--- src/sv/depth_keyed_mix_hash64_assert.svh ---
// assertion macros shared by the hash pipeline
`ifndef DEPTH_KEYED_MIX_HASH64_ASSERT_SVH
`define DEPTH_KEYED_MIX_HASH64_ASSERT_SVH

// same-cycle implication, checked outside reset
`define DKMH_ASSERT_IMP(lbl, ante, cons) \
  lbl: assert property (@(posedge clk) disable iff (rst) (ante) |-> (cons)) \
    else $error("depth_keyed_mix_hash64: same-cycle check failed");

// next-cycle implication, checked outside reset
`define DKMH_ASSERT_NXT(lbl, ante, cons) \
  lbl: assert property (@(posedge clk) disable iff (rst) (ante) |=> (cons)) \
    else $error("depth_keyed_mix_hash64: next-cycle check failed");

`endif

--- src/sv/dkmh_pkg.sv ---
package dkmh_pkg;

  // word and key widths
  localparam int WORD_W   = 64;
  localparam int HALF_W   = 32;
  localparam int NKEY     = 4;
  localparam int KEY_IW   = 2;
  localparam int ADDR_W   = 5;

  // pipeline shape
  localparam int NSTG     = 16;
  localparam int NRND     = 7;

  // integer square root unit
  localparam int SQ_W        = 32;
  localparam int ROOT_W      = 16;
  localparam int ROOT_STAGES = 4;
  localparam int ROOT_STEPS  = 4;

  // mixing constants
  localparam logic [63:0] GOLD_MUL  = 64'h9E3779B97F4A7C15;
  localparam logic [63:0] DEPTH_MUL = 64'hBF58476D1CE4E5B9;
  localparam logic [63:0] EPS_MUL   = 64'hC2B2AE3D27D4EB4F;
  localparam logic [63:0] FIN_MUL   = 64'hD6E8FEB86659FD93;

  // key register indexes
  typedef enum logic [KEY_IW-1:0] {KEY_0, KEY_1, KEY_2, KEY_3} key_idx_t;

  // split product, low word times low word plus the two cross terms
  typedef struct packed {
    logic [63:0] ll;
    logic [31:0] lh;
    logic [31:0] hl;
  } pp_t;

  // square root iteration state
  typedef struct packed {
    logic [SQ_W-1:0] rem;
    logic [SQ_W-1:0] res;
  } sq_t;

  function automatic pp_t pp_mul(input logic [63:0] a, input logic [63:0] b);
    pp_t r;
    r.ll = 64'(a[31:0]) * 64'(b[31:0]);
    r.lh = a[31:0] * b[63:32];
    r.hl = a[63:32] * b[31:0];
    return r;
  endfunction

  function automatic logic [63:0] pp_sum(input pp_t p);
    logic [31:0] mid;
    mid = p.lh + p.hl;
    return p.ll + {mid, 32'd0};
  endfunction

  function automatic logic [63:0] eps_prime(input logic [2:0] i);
    logic [63:0] r;
    unique case (i)
      3'd0:    r = 64'd3;
      3'd1:    r = 64'd5;
      3'd2:    r = 64'd7;
      3'd3:    r = 64'd11;
      3'd4:    r = 64'd13;
      3'd5:    r = 64'd17;
      default: r = 64'd19;
    endcase
    return r;
  endfunction

  function automatic logic [63:0] eps_const(input logic [2:0] i);
    logic [63:0] r;
    r = eps_prime(i) * EPS_MUL;
    return r;
  endfunction

  function automatic logic [5:0] fin_rot(input logic [1:0] k);
    logic [5:0] r;
    unique case (k)
      2'd0:    r = 6'd13;
      2'd1:    r = 6'd23;
      default: r = 6'd43;
    endcase
    return r;
  endfunction

  function automatic logic [63:0] fin_const(input logic [1:0] k);
    logic [63:0] r;
    unique case (k)
      2'd0:    r = 64'd19 * FIN_MUL;
      2'd1:    r = 64'd29 * FIN_MUL;
      default: r = 64'd47 * FIN_MUL;
    endcase
    return r;
  endfunction

  // 6-bit value mod 3: 4 is 1 mod 3, so bit pairs add up
  function automatic logic [1:0] mod3(input logic [5:0] v);
    logic [3:0] s;
    logic [2:0] t;
    s = 4'(v[1:0]) + 4'(v[3:2]) + 4'(v[5:4]);
    t = 3'(s[1:0]) + 3'(s[3:2]);
    return (t >= 3'd3) ? 2'(t - 3'd3) : t[1:0];
  endfunction

  function automatic logic [6:0] bit_len64(input logic [63:0] v);
    logic [6:0] n;
    n = '0;
    for (int i = 0; i < 64; i++) begin
      if (v[i]) n = 7'(i + 1);
    end
    return n;
  endfunction

  function automatic logic [6:0] pop64(input logic [63:0] v);
    logic [6:0] n;
    n = '0;
    for (int i = 0; i < 64; i++) begin
      n = n + 7'(v[i]);
    end
    return n;
  endfunction

  // depth from bit length, popcount and the shifted middle
  function automatic logic [5:0] depth_mix(input logic [6:0] bl, input logic [6:0] pc,
                                           input logic [5:0] mid);
    return bl[5:0] ^ {pc[4:0], 1'b0} ^ mid;
  endfunction

  function automatic logic [5:0] depth16(input logic [ROOT_W-1:0] v);
    logic [6:0] bl;
    logic [6:0] pc;
    logic [5:0] mid;
    bl = '0;
    pc = '0;
    for (int i = 0; i < ROOT_W; i++) begin
      if (v[i]) bl = 7'(i + 1);
      pc = pc + 7'(v[i]);
    end
    mid = 6'(v >> bl[4:1]);
    return depth_mix(bl, pc, mid);
  endfunction

endpackage

--- src/sv/dkmh_root.sv ---
module dkmh_root
  import dkmh_pkg::*;
(
  input  logic              clk,
  input  logic              en,
  input  logic [SQ_W-1:0]   sq,
  output logic [ROOT_W-1:0] root
);

  // one restoring square root digit, k counts from the top pair of bits
  function automatic sq_t root_step(input sq_t s, input int k);
    sq_t r;
    logic [SQ_W-1:0] bit_w;
    logic [SQ_W-1:0] trial;
    bit_w = SQ_W'(1) << (SQ_W - 2 - 2 * k);
    trial = s.res + bit_w;
    r = s;
    if (s.rem >= trial) begin
      r.rem = s.rem - trial;
      r.res = (s.res >> 1) + bit_w;
    end else begin
      r.res = s.res >> 1;
    end
    return r;
  endfunction

  sq_t stage [ROOT_STAGES];
  sq_t stage_in [ROOT_STAGES];
  sq_t stage_next [ROOT_STAGES];

  // four digits per register stage
  for (genvar j = 0; j < ROOT_STAGES; j++) begin : g_stage
    // first stage starts from the raw square, later ones from the stage before
    if (j == 0) begin : g_head
      assign stage_in[j] = '{rem: sq, res: '0};
    end else begin : g_body
      assign stage_in[j] = stage[j-1];
    end

    always_comb begin
      sq_t s;
      s = stage_in[j];
      for (int t = 0; t < ROOT_STEPS; t++) begin
        s = root_step(s, j * ROOT_STEPS + t);
      end
      stage_next[j] = s;
    end

    always_ff @(posedge clk) begin
      if (en) stage[j] <= stage_next[j];
    end
  end

  assign root = stage[ROOT_STAGES-1].res[ROOT_W-1:0];

endmodule

--- config.mk ---
export PLATFORM = sky130hd
export DESIGN_NAME = dkmh_root
export DESIGN_NICKNAME = d
export VERILOG_FILES = /design/src/sv/depth_keyed_mix_hash64_assert.svh /design/src/sv/dkmh_pkg.sv /design/src/sv/dkmh_root.sv
export SDC_FILE = /design/constraint.sdc
export NUM_CORES = 1
export LEC_CHECK = 0
export ABC_AREA = 1
export BUFFER_PORTS_ARGS = -buffer_cell sky130_fd_sc_hd__buf_2
export CORE_UTILIZATION = 60
export CTS_BUF_LIST = sky130_fd_sc_hd__clkbuf_2
export DETAILED_ROUTE_END_ITERATION = 10
export PLACE_DENSITY = 0.77
export SETUP_SLACK_MARGIN = 0.3
export SLEW_MARGIN = 30
export SYNTH_ARGS = -nofsm -noshare
export SYNTH_HDL_FRONTEND = slang
export SYNTH_SLANG_ARGS = --single-unit
--- constraint.sdc ---
create_clock -name clk -period 15.8 [get_ports clk]
set_input_delay 3.16 -clock clk [delete_from_list [all_inputs] [get_ports clk]]
set_output_delay 3.16 -clock clk [all_outputs]
set_load 0.005 [all_outputs]
==> results of run 1 <==
## synth_stat cells, types with 3 or more instances
master | number | share of area (%)
o21a_1 | 13 | 0.54
nor2_1 | 320 | 6.7
xnor2_1 | 56 | 2.7
and2_1 | 5 | 0.17
nand2_4 | 4 | 0.25
nor2_2 | 19 | 0.66
nand4_1 | 65 | 2.3
edfxtp_1 | 136 | 23
a211oi_1 | 4 | 0.17
nor3_2 | 3 | 0.17
nor2_4 | 7 | 0.44
nor4_1 | 5 | 0.17
a21oi_2 | 6 | 0.29
buf_6 | 9 | 0.56
buf_4 | 6 | 0.25
inv_1 | 389 | 8.1
nand3_2 | 16 | 0.89
ha_1 | 159 | 11
o21ai_1 | 25 | 0.70
nand2_1 | 851 | 18
a21oi_1 | 136 | 3.8
nand2_2 | 26 | 0.90
nor3_1 | 32 | 0.89
o2111ai_1 | 3 | 0.15
a21boi_0 | 5 | 0.21
xor2_1 | 57 | 2.8
nor3b_1 | 5 | 0.21
inv_2 | 16 | 0.33
or2_2 | 11 | 0.38
nand3b_1 | 17 | 0.71
o21ai_0 | 140 | 3.9
clkbuf_1 | 7 | 0.15
buf_2 | 8 | 0.22
o211ai_1 | 6 | 0.25
o21bai_1 | 9 | 0.38
nand3_1 | 237 | 6.6
## worst max-delay path, delay by kind of cell (launching register included)
family | cells | cell delay [ps]
AO/OA/AOI/OAI | 12 | 2500
adder cells (fa/ha/maj) | 4 | 1460
AND/OR/NAND/NOR | 19 | 2940
flip-flops | 1 | 420
buffers and inverters | 6 | 1710
## stage by stage
stage               util [%]  hold WS [ps]
floorplan                  -         426.4
global placement       62.60         427.0
detailed placement     62.60         434.9
global route           63.51         462.0
finish                 63.51         455.5
CTS                    63.49         462.1
## layer usage
metal	global-route usage [%]	up-vias
met2	57.74	842
met3	3.655	116
li1	-	9376
met1	48.13	8718
met5	0	-
met4	11.88	0
## cell type report
cell class                 instances  area [um2]  area share, %
sequential                       136        4084          21.75
clock inverter                    12       167.7         0.8931
inverter                         406        1524          8.118
timing repair buffer              50       259.0          1.380
tap                              390       488.0          2.599
clock buffer                      19       95.09         0.5065
multi-input combinational       2266       12150          64.72
antenna                            2       5.005        0.02666
## final timing paths
path	start	end	slack [ps]	cells past startpoint
max	stage[2][8]$_DFFE_PP_	stage[3][0]$_DFFE_PP_	6520	41
min reg2reg	stage[2][16]$_DFFE_PP_	stage[3][12]$_DFFE_PP_	460	0
max reg2reg	stage[2][8]$_DFFE_PP_	stage[3][0]$_DFFE_PP_	6520	41
min	stage[2][16]$_DFFE_PP_	stage[3][12]$_DFFE_PP_	460	0
## logic make-up (layout without fill, tap and decap cells)
| logic type | after synthesis | count (layout) | share of synthesized area [%] |
|---|---|---|---|
| other cells | 0 | 2 | 0 |
| buf+inv | 437 | 487 | 9.683 |
| flops | 136 | 136 | 22.72 |
| fa+ha+maj | 159 | 159 | 11.07 |
| compound gates | 363 | 363 | 11.24 |
| xor+xnor | 114 | 114 | 5.597 |
| simple gates | 1630 | 1630 | 39.69 |
==> results.cfg, run 1 <==
[route]
post-route-drc-count = 0
wl_met3_um = 4323
viasPerCell = 5.807
vias = 19050
dr.pass1.iters = 6
totalWireLength_um = 54110
wl_per_cell_um = 16.49
ant_nets = 0
wl_met2_um = 24710
drt_iter0_drc = 2277
m1WireLength_um = 23530
dr.max_layer_used = met4

[cells_and_area]
instances_no_fill = 3281
final_area_um2 = 18770
nets = 3070
area_growth_pct = 4.441
reg_top3 = stage: 136 flops
largest_reg_flops = 136
layout_commonest_cell = nand2_1
final_cell_mix = 851 x nand2_1, 389 x inv_1, 320 x nor2_1, 237 x nand3_1, 159 x ha_1
fillers = 2887
top_register = stage
drive_above_1_share_pct = 6.992

[placed_design]
hpwl_um = 44820
post-place-ws_ps = 6847
dp.cells = 3248
port_buffers = 49
gp_congestion = 1.090
placed_area_um2 = 18510

[timing]
clock.fmax_mhz = 107.8
finClkSkew_ps = 65.13
maxSlewHeadroom_pct = 40.99
finalCritPeriodShare_pct = 58.71
rsz0062_at_grt = false
worst_pin_slew_ps = 876.0
tns_ps = 0
min_period_ps = 9276
maxSlewViolCount = 0
finalSetupViolations = 0
fin_ws_ps = 6524
finalHoldViolCount = 0

[run]
maxCapViolCount = 0

[setup_path]
cpMaxStageDelayCell = inv_1
critPathLaunchType = flip-flop
cp_common_cell = nand2_1
end_kind = flip-flop
critPathRequiredTime_ps = 16300
cp_max_fo = 29
cp_slowest_stage_delay_ps = 700
worstPathArrival_ps = 9770
criticalPathCategory = reg -> reg

[cts]
cts_tree = done
cts_setup_buffers = 0
clkSinkCount = 136
cts_root_buf = clkbuf_2
htreeDepth = 4
clock_latency_ps = 720
cts.path.max_buffers = 2
post_cts_resized = 0
clk_pin_slew_ps = 260
cts_buffers = 17
ctsHoldBuffers = 0

[floorplanning]
initial_core_util_pct = 60.81
fp.dieArea_um2 = 30650
io_pins = 50
dieWidth_um = 175.1
die_y_um = 175.1
row_count = 63
core_um2 = 29560

[logic_synthesis]
synthArstFlopShare_pct = 0
ys_types = 57
synth_area_per_cell_um2 = 6.331
ys_seq_area_share_pct = 22.72
synth.cell_area_um2 = 17970
netlist_instances = 2839
synth_nets = 3032
yosys_warnings = 0
synth_seq_cells = 136
ys.flop_type = edfxtp_1
synth_edf_count = 136

[grt]
grt_max_degree = 87
antenna_found_initial = 2
grt_pass1_wl_um = 86400
track_usage_pct = 35.17
grt_pass1_vias = 17290
gr-total-overflow = 0

[hold_path]
hold_path_class = reg -> reg

[outcome]
outcome = finished clean
Power of run 1 is not shown: default switching activity piles up to over one toggle a cycle in this logic, so the estimate is an artifact.
==> run 2, diff against run 1 <==
ABC_AREA = 0   (was 1)
clock period = 8.7 ns   (was 15.8 ns; I/O delays follow)
==> results.cfg, run 2 <==
[outcome]
outcome = finished clean

[floorplanning]
fp.dieArea_um2 = 26840
row_count = 58
io_pins = 50
initial_core_util_pct = 61.86
dieWidth_um = 163.8
die_y_um = 163.8
core_um2 = 25400

[cts]
clkSinkCount = 136
clk_pin_slew_ps = 310
cts_root_buf = clkbuf_2
clock_latency_ps = 800
htreeDepth = 4
cts_tree = done
cts_buffers = 17
cts.path.max_buffers = 2

[setup_path]
cp_max_fo = 8
criticalPathCategory = reg -> reg
worstPathArrival_ps = 9120
critPathRequiredTime_ps = 9270
cpMaxStageDelayCell = edfxtp_1
rrSetupSlack_ps = 150
timing.rr.end = stage[3][0]$_DFFE_PP_
crit_path_end = stage[3][0]$_DFFE_PP_
end_kind = flip-flop
cp-startpoint = stage[2][59]$_DFFE_PP_
timing.rr.start = stage[2][59]$_DFFE_PP_
worstRegToRegCells = 49
cp_slowest_stage_delay_ps = 500
cp_common_cell = a21oi_2
critPathLaunchType = flip-flop

[timing]
maxSlewHeadroom_pct = 45.13
clock.fmax_mhz = 117.0
min_period_ps = 8549
finalHoldViolCount = 0
fin_ws_ps = 151.1
hold_slack_ps = 470.6
rsz0062_at_grt = true
maxSlewViolCount = 0
worst_pin_slew_ps = 817.6
finalCritPeriodShare_pct = 98.26
finalSetupViolations = 0
finClkSkew_ps = 72.05

[grt]
grt_max_degree = 81
grt_pass1_vias = 14770
track_usage_pct = 36.18
grt_pass1_wl_um = 76120
gr-total-overflow = 0
antenna_found_initial = 1

[logic_synthesis]
synth_nets = 2064
synth_top_family_by_area = compound AO/OA/AOI/OAI gates
ys_types = 98
ys.flop_type = edfxtp_1
synth_fa_ha_area_share_pct = 12.66
yosys_warnings = 0
synth-xor-area-share_pct = 9.684
synth-compound-area-share_pct = 22.96
ys_top_cells_by_area = edfxtp_1 26%, ha_1 13%, xnor2_1 6.4%, a21oi_1 5.3%, nor2_1 3.7%
netlist_instances = 1871
yosys.area_share.simple_pct = 21.51
yosys.area.top_type = edfxtp_1
synth.top_cell.area_share_pct = 25.99
ys_top_cells_by_count = 167 x a21oi_1, 159 x ha_1, 153 x nor2_1
synth.cell_area_um2 = 15710
synth_edf_count = 136
ys_seq_area_share_pct = 25.99
synth_area_per_cell_um2 = 8.397
synth_most_common_cell = a21oi_1
yosys-mux-area-fraction_pct = 3.090
synthArstFlopShare_pct = 0
synth_seq_cells = 136

[route]
post-route-drc-count = 0
vias = 16590
dr.pass1.iters = 6
viasPerCell = 6.532
ant_nets = 0
wl_per_cell_um = 21.50
drt_iter0_drc = 2033
totalWireLength_um = 54600

[cells_and_area]
drive_above_1_share_pct = 29.70
nets = 2389
final_cell_mix = 288 x buf_4, 137 x nand2_1, 136 x nor2_1, 136 x edfxtp_1, 128 x a21oi_1
seqCellArea_um2 = 4084
final_area_um2 = 20060
reg_top3 = stage: 136 flops
multi_input_area_um2 = 12190
fillers = 1711
area_growth_pct = 27.69
layout_commonest_cell = buf_4
largest_reg_flops = 136
top_register = stage

[hold_path]
hold_path_class = reg -> reg

[placed_design]
post-place-ws_ps = -53.97
placed_area_um2 = 18010
port_buffers = 49
hpwl_um = 38700
gp_congestion = 0.9625

[run]
maxCapViolCount = 0
run 2: logic make-up after synthesis:
logic type,Yosys count
AO/OA/AOI/OAI,547
XOR/XNOR,172
adder cells (fa/ha/maj),159
buffers and inverters,162
flip-flops,136
multiplexers,45
AND/OR/NAND/NOR,650
run 2: worst min-delay path by stage:
stage | startpoint | to | slack, ps | depth (start not counted)
2_1_floorplan | stage[0][47]$_DFFE_PP_ | stage[1][47]$_DFFE_PP_ | 420 | 0
3_3_place_gp | stage[1][36]$_DFFE_PP_ | stage[2][36]$_DFFE_PP_ | 420 | 0
3_5_place_dp | stage[1][36]$_DFFE_PP_ | stage[2][36]$_DFFE_PP_ | 430 | 0
4_1_cts | stage[0][47]$_DFFE_PP_ | stage[1][47]$_DFFE_PP_ | 480 | 0
5_1_grt | stage[0][26]$_DFFE_PP_ | stage[1][22]$_DFFE_PP_ | 460 | 0
6_report | stage[0][39]$_DFFE_PP_ | stage[1][39]$_DFFE_PP_ | 470 | 0
run 2: what timing repair did:
item,CTS,global route
gates resized for setup,59,196
cloned,1,1
hold buffers,0,0
setup endpoints to repair,26,43
setup buffers,29,44
pin swaps,33,79
run 2: metal layers:
| metal | track usage, % | wire length (um) | part of all wire [%] | vias to the layer above |
|---|---|---|---|---|
| met1 | 46.57 | 21340 | 39 | 7766 |
| met2 | 61.54 | 26010 | 48 | 920 |
| met3 | 3.965 | 4170 | 7.6 | 259 |
| met4 | 15.11 | 3080 | 5.6 | 0 |
| met5 | 0 | 0 | 0 | - |
| li1 | - | - | - | 7646 |
run 2: critical path: cells and delay by family, from the launching register on:
kind	cells	cell delay, ps
simple gates	19	2960
compound gates	24	3630
flops	1	500
buf+inv	3	400
fa+ha+maj	3	810
run 2: stage by stage:
step / std cells / setup TNS, ps / utilization, %
finish: 2540 / 0 / 78.99
global route: 2540 / -562.4 / 78.99
CTS: 2494 / 0 / 73.98
detailed placement: 2432 / -53.97 / 70.91
global placement: 2432 / 0 / 70.91
floorplan: 1871 / -445.9 / -
run 2: area by class of cell:
cell class,instances,share of cell area (%)
tap,330,2.058
antenna,1,0.01247
timing repair buffer,354,13.17
sequential,136,20.36
clock buffer,17,0.4241
multi-input combinational,1574,60.78
clock inverter,15,0.9667
inverter,113,2.227
Power of run 2 is left out for the same reason.
==> run 3, diff against run 2 <==
ABC_AREA = 1   (was 0)
RECOVER_POWER = 100   (was unset)
==> results.cfg, run 3 (synthesis results as in run 1) <==
[placed_design]
hpwl_um = 46900
post-place-ws_ps = 516.5
dp.cells = 3264
gp_congestion = 1.027
port_buffers = 49

[grt]
grt_max_degree = 91
grt_pass1_wl_um = 89690
antenna_found_initial = 4
gr-total-overflow = 0
grt_pass1_vias = 17460
track_usage_pct = 37.09

[setup_path]
end_kind = flip-flop
critPathRequiredTime_ps = 9300
worstRegToRegCells = 41
cp_slowest_stage_delay_ps = 500
cpMaxStageDelayCell = edfxtp_1
worstPathArrival_ps = 8700
cp_max_fo = 19
cp_common_cell = nand2_1
critPathLaunchType = flip-flop
criticalPathCategory = reg -> reg

[cts]
cts_buffers = 17
cts.path.max_buffers = 2
cts_root_buf = clkbuf_2
clk_pin_slew_ps = 290
ctsHoldBuffers = 0
clock_latency_ps = 780
htreeDepth = 4
cts_tree = done
clkSinkCount = 136

[timing]
clock.fmax_mhz = 123.4
worst_pin_slew_ps = 5051
fin_ws_ps = 597.3
rsz0062_at_grt = false
finClkSkew_ps = 69.86
maxSlewViolCount = 139
maxSlewHeadroom_pct = -236.7
tns_ps = 0
finalSetupViolations = 0
finalHoldViolCount = 0
finalCritPeriodShare_pct = 93.13
min_period_ps = 8103

[hold_path]
holdPathStages = 0
hold_path_class = reg -> reg

[route]
drt_iter0_drc = 2009
wl_per_cell_um = 17.35
ant_nets = 0
totalWireLength_um = 57360
viasPerCell = 5.810
post-route-drc-count = 0
vias = 19210
dr.pass1.iters = 8

[outcome]
violations = capacitance limit, slew limit
outcome = finished, violations left

[run]
maxCapViolCount = 2

[floorplanning]
die_y_um = 175.1
fp.dieArea_um2 = 30650
io_pins = 50
dieWidth_um = 175.1
initial_core_util_pct = 60.81
row_count = 63
core_um2 = 29560

[cells_and_area]
top_register = stage
area_growth_pct = 5.457
reg_top3 = stage: 136 flops
instances_no_fill = 3306
largest_reg_flops = 136
nets = 3093
drive_above_1_share_pct = 6.934
layout_commonest_cell = nand2_1
final_cell_mix = 852 x nand2_1, 385 x inv_1, 321 x nor2_1, 238 x nand3_1, 158 x ha_1
-- run 3: cell types whose count changed in the layout (fill, tap and decap cells not counted), sizes merged, moves of 60 or more --
cell,change
xnor2,-60
buf,-308
o21ai,+69
nand3,+198
nor2,+192
nand2,+737
inv,+292
-- run 3: timing repair --
item | in CTS | in global routing
setup buffers | 0 | 4
endpoints found under the setup margin | 0 | 26
resized for setup | 0 | 39
-- run 3: final timing paths --
kind / startpoint / to / slack [ps]
min reg2reg: stage[0][38]$_DFFE_PP_ / stage[1][38]$_DFFE_PP_ / 470
max reg2reg: stage[2][18]$_DFFE_PP_ / stage[3][0]$_DFFE_PP_ / 600
max: stage[2][18]$_DFFE_PP_ / stage[3][0]$_DFFE_PP_ / 600
min: stage[0][38]$_DFFE_PP_ / stage[1][38]$_DFFE_PP_ / 470
-- run 3: through the flow --
stage	util [%]	hold slack, ps	area, um2
after global routing	64.13	463.8	18960
after CTS	63.86	465.3	18880
final	64.13	465.6	18960
after detailed placement	63.02	432.9	18630
after floorplan	-	426.4	17970
after global placement	63.01	428.6	18630
-- run 3: metal layers --
metal	up-vias	routed length, um	global-route usage [%]
met3	166	4588	4.330
li1	9443	-	-
met2	931	26300	61.67
met4	2	2538	16.52
met5	-	9	0
met1	8666	23920	48.28
-- run 3: cell type report --
cell class                      count  area, um2
Fill cell                        2811      10600
Antenna cell                        3      7.507
Timing Repair inverter              3      22.52
Tap cell                          390      488.0
Clock inverter                     15      163.9
Sequential cell                   136       4084
Clock buffer                       17      85.08
Multi-Input combinational cell   2266      12200
Timing Repair Buffer               70      366.6
Inverter                          406       1541
-- run 3: critical path: cells and delay by family (launching register included) --
family | cells | cell delay [ps]
simple gates | 20 | 2840
compound gates | 9 | 1860
fa+ha+maj | 4 | 1440
buf+inv | 8 | 1310
flops | 1 | 500
Power of run 3 is left out for the same reason.
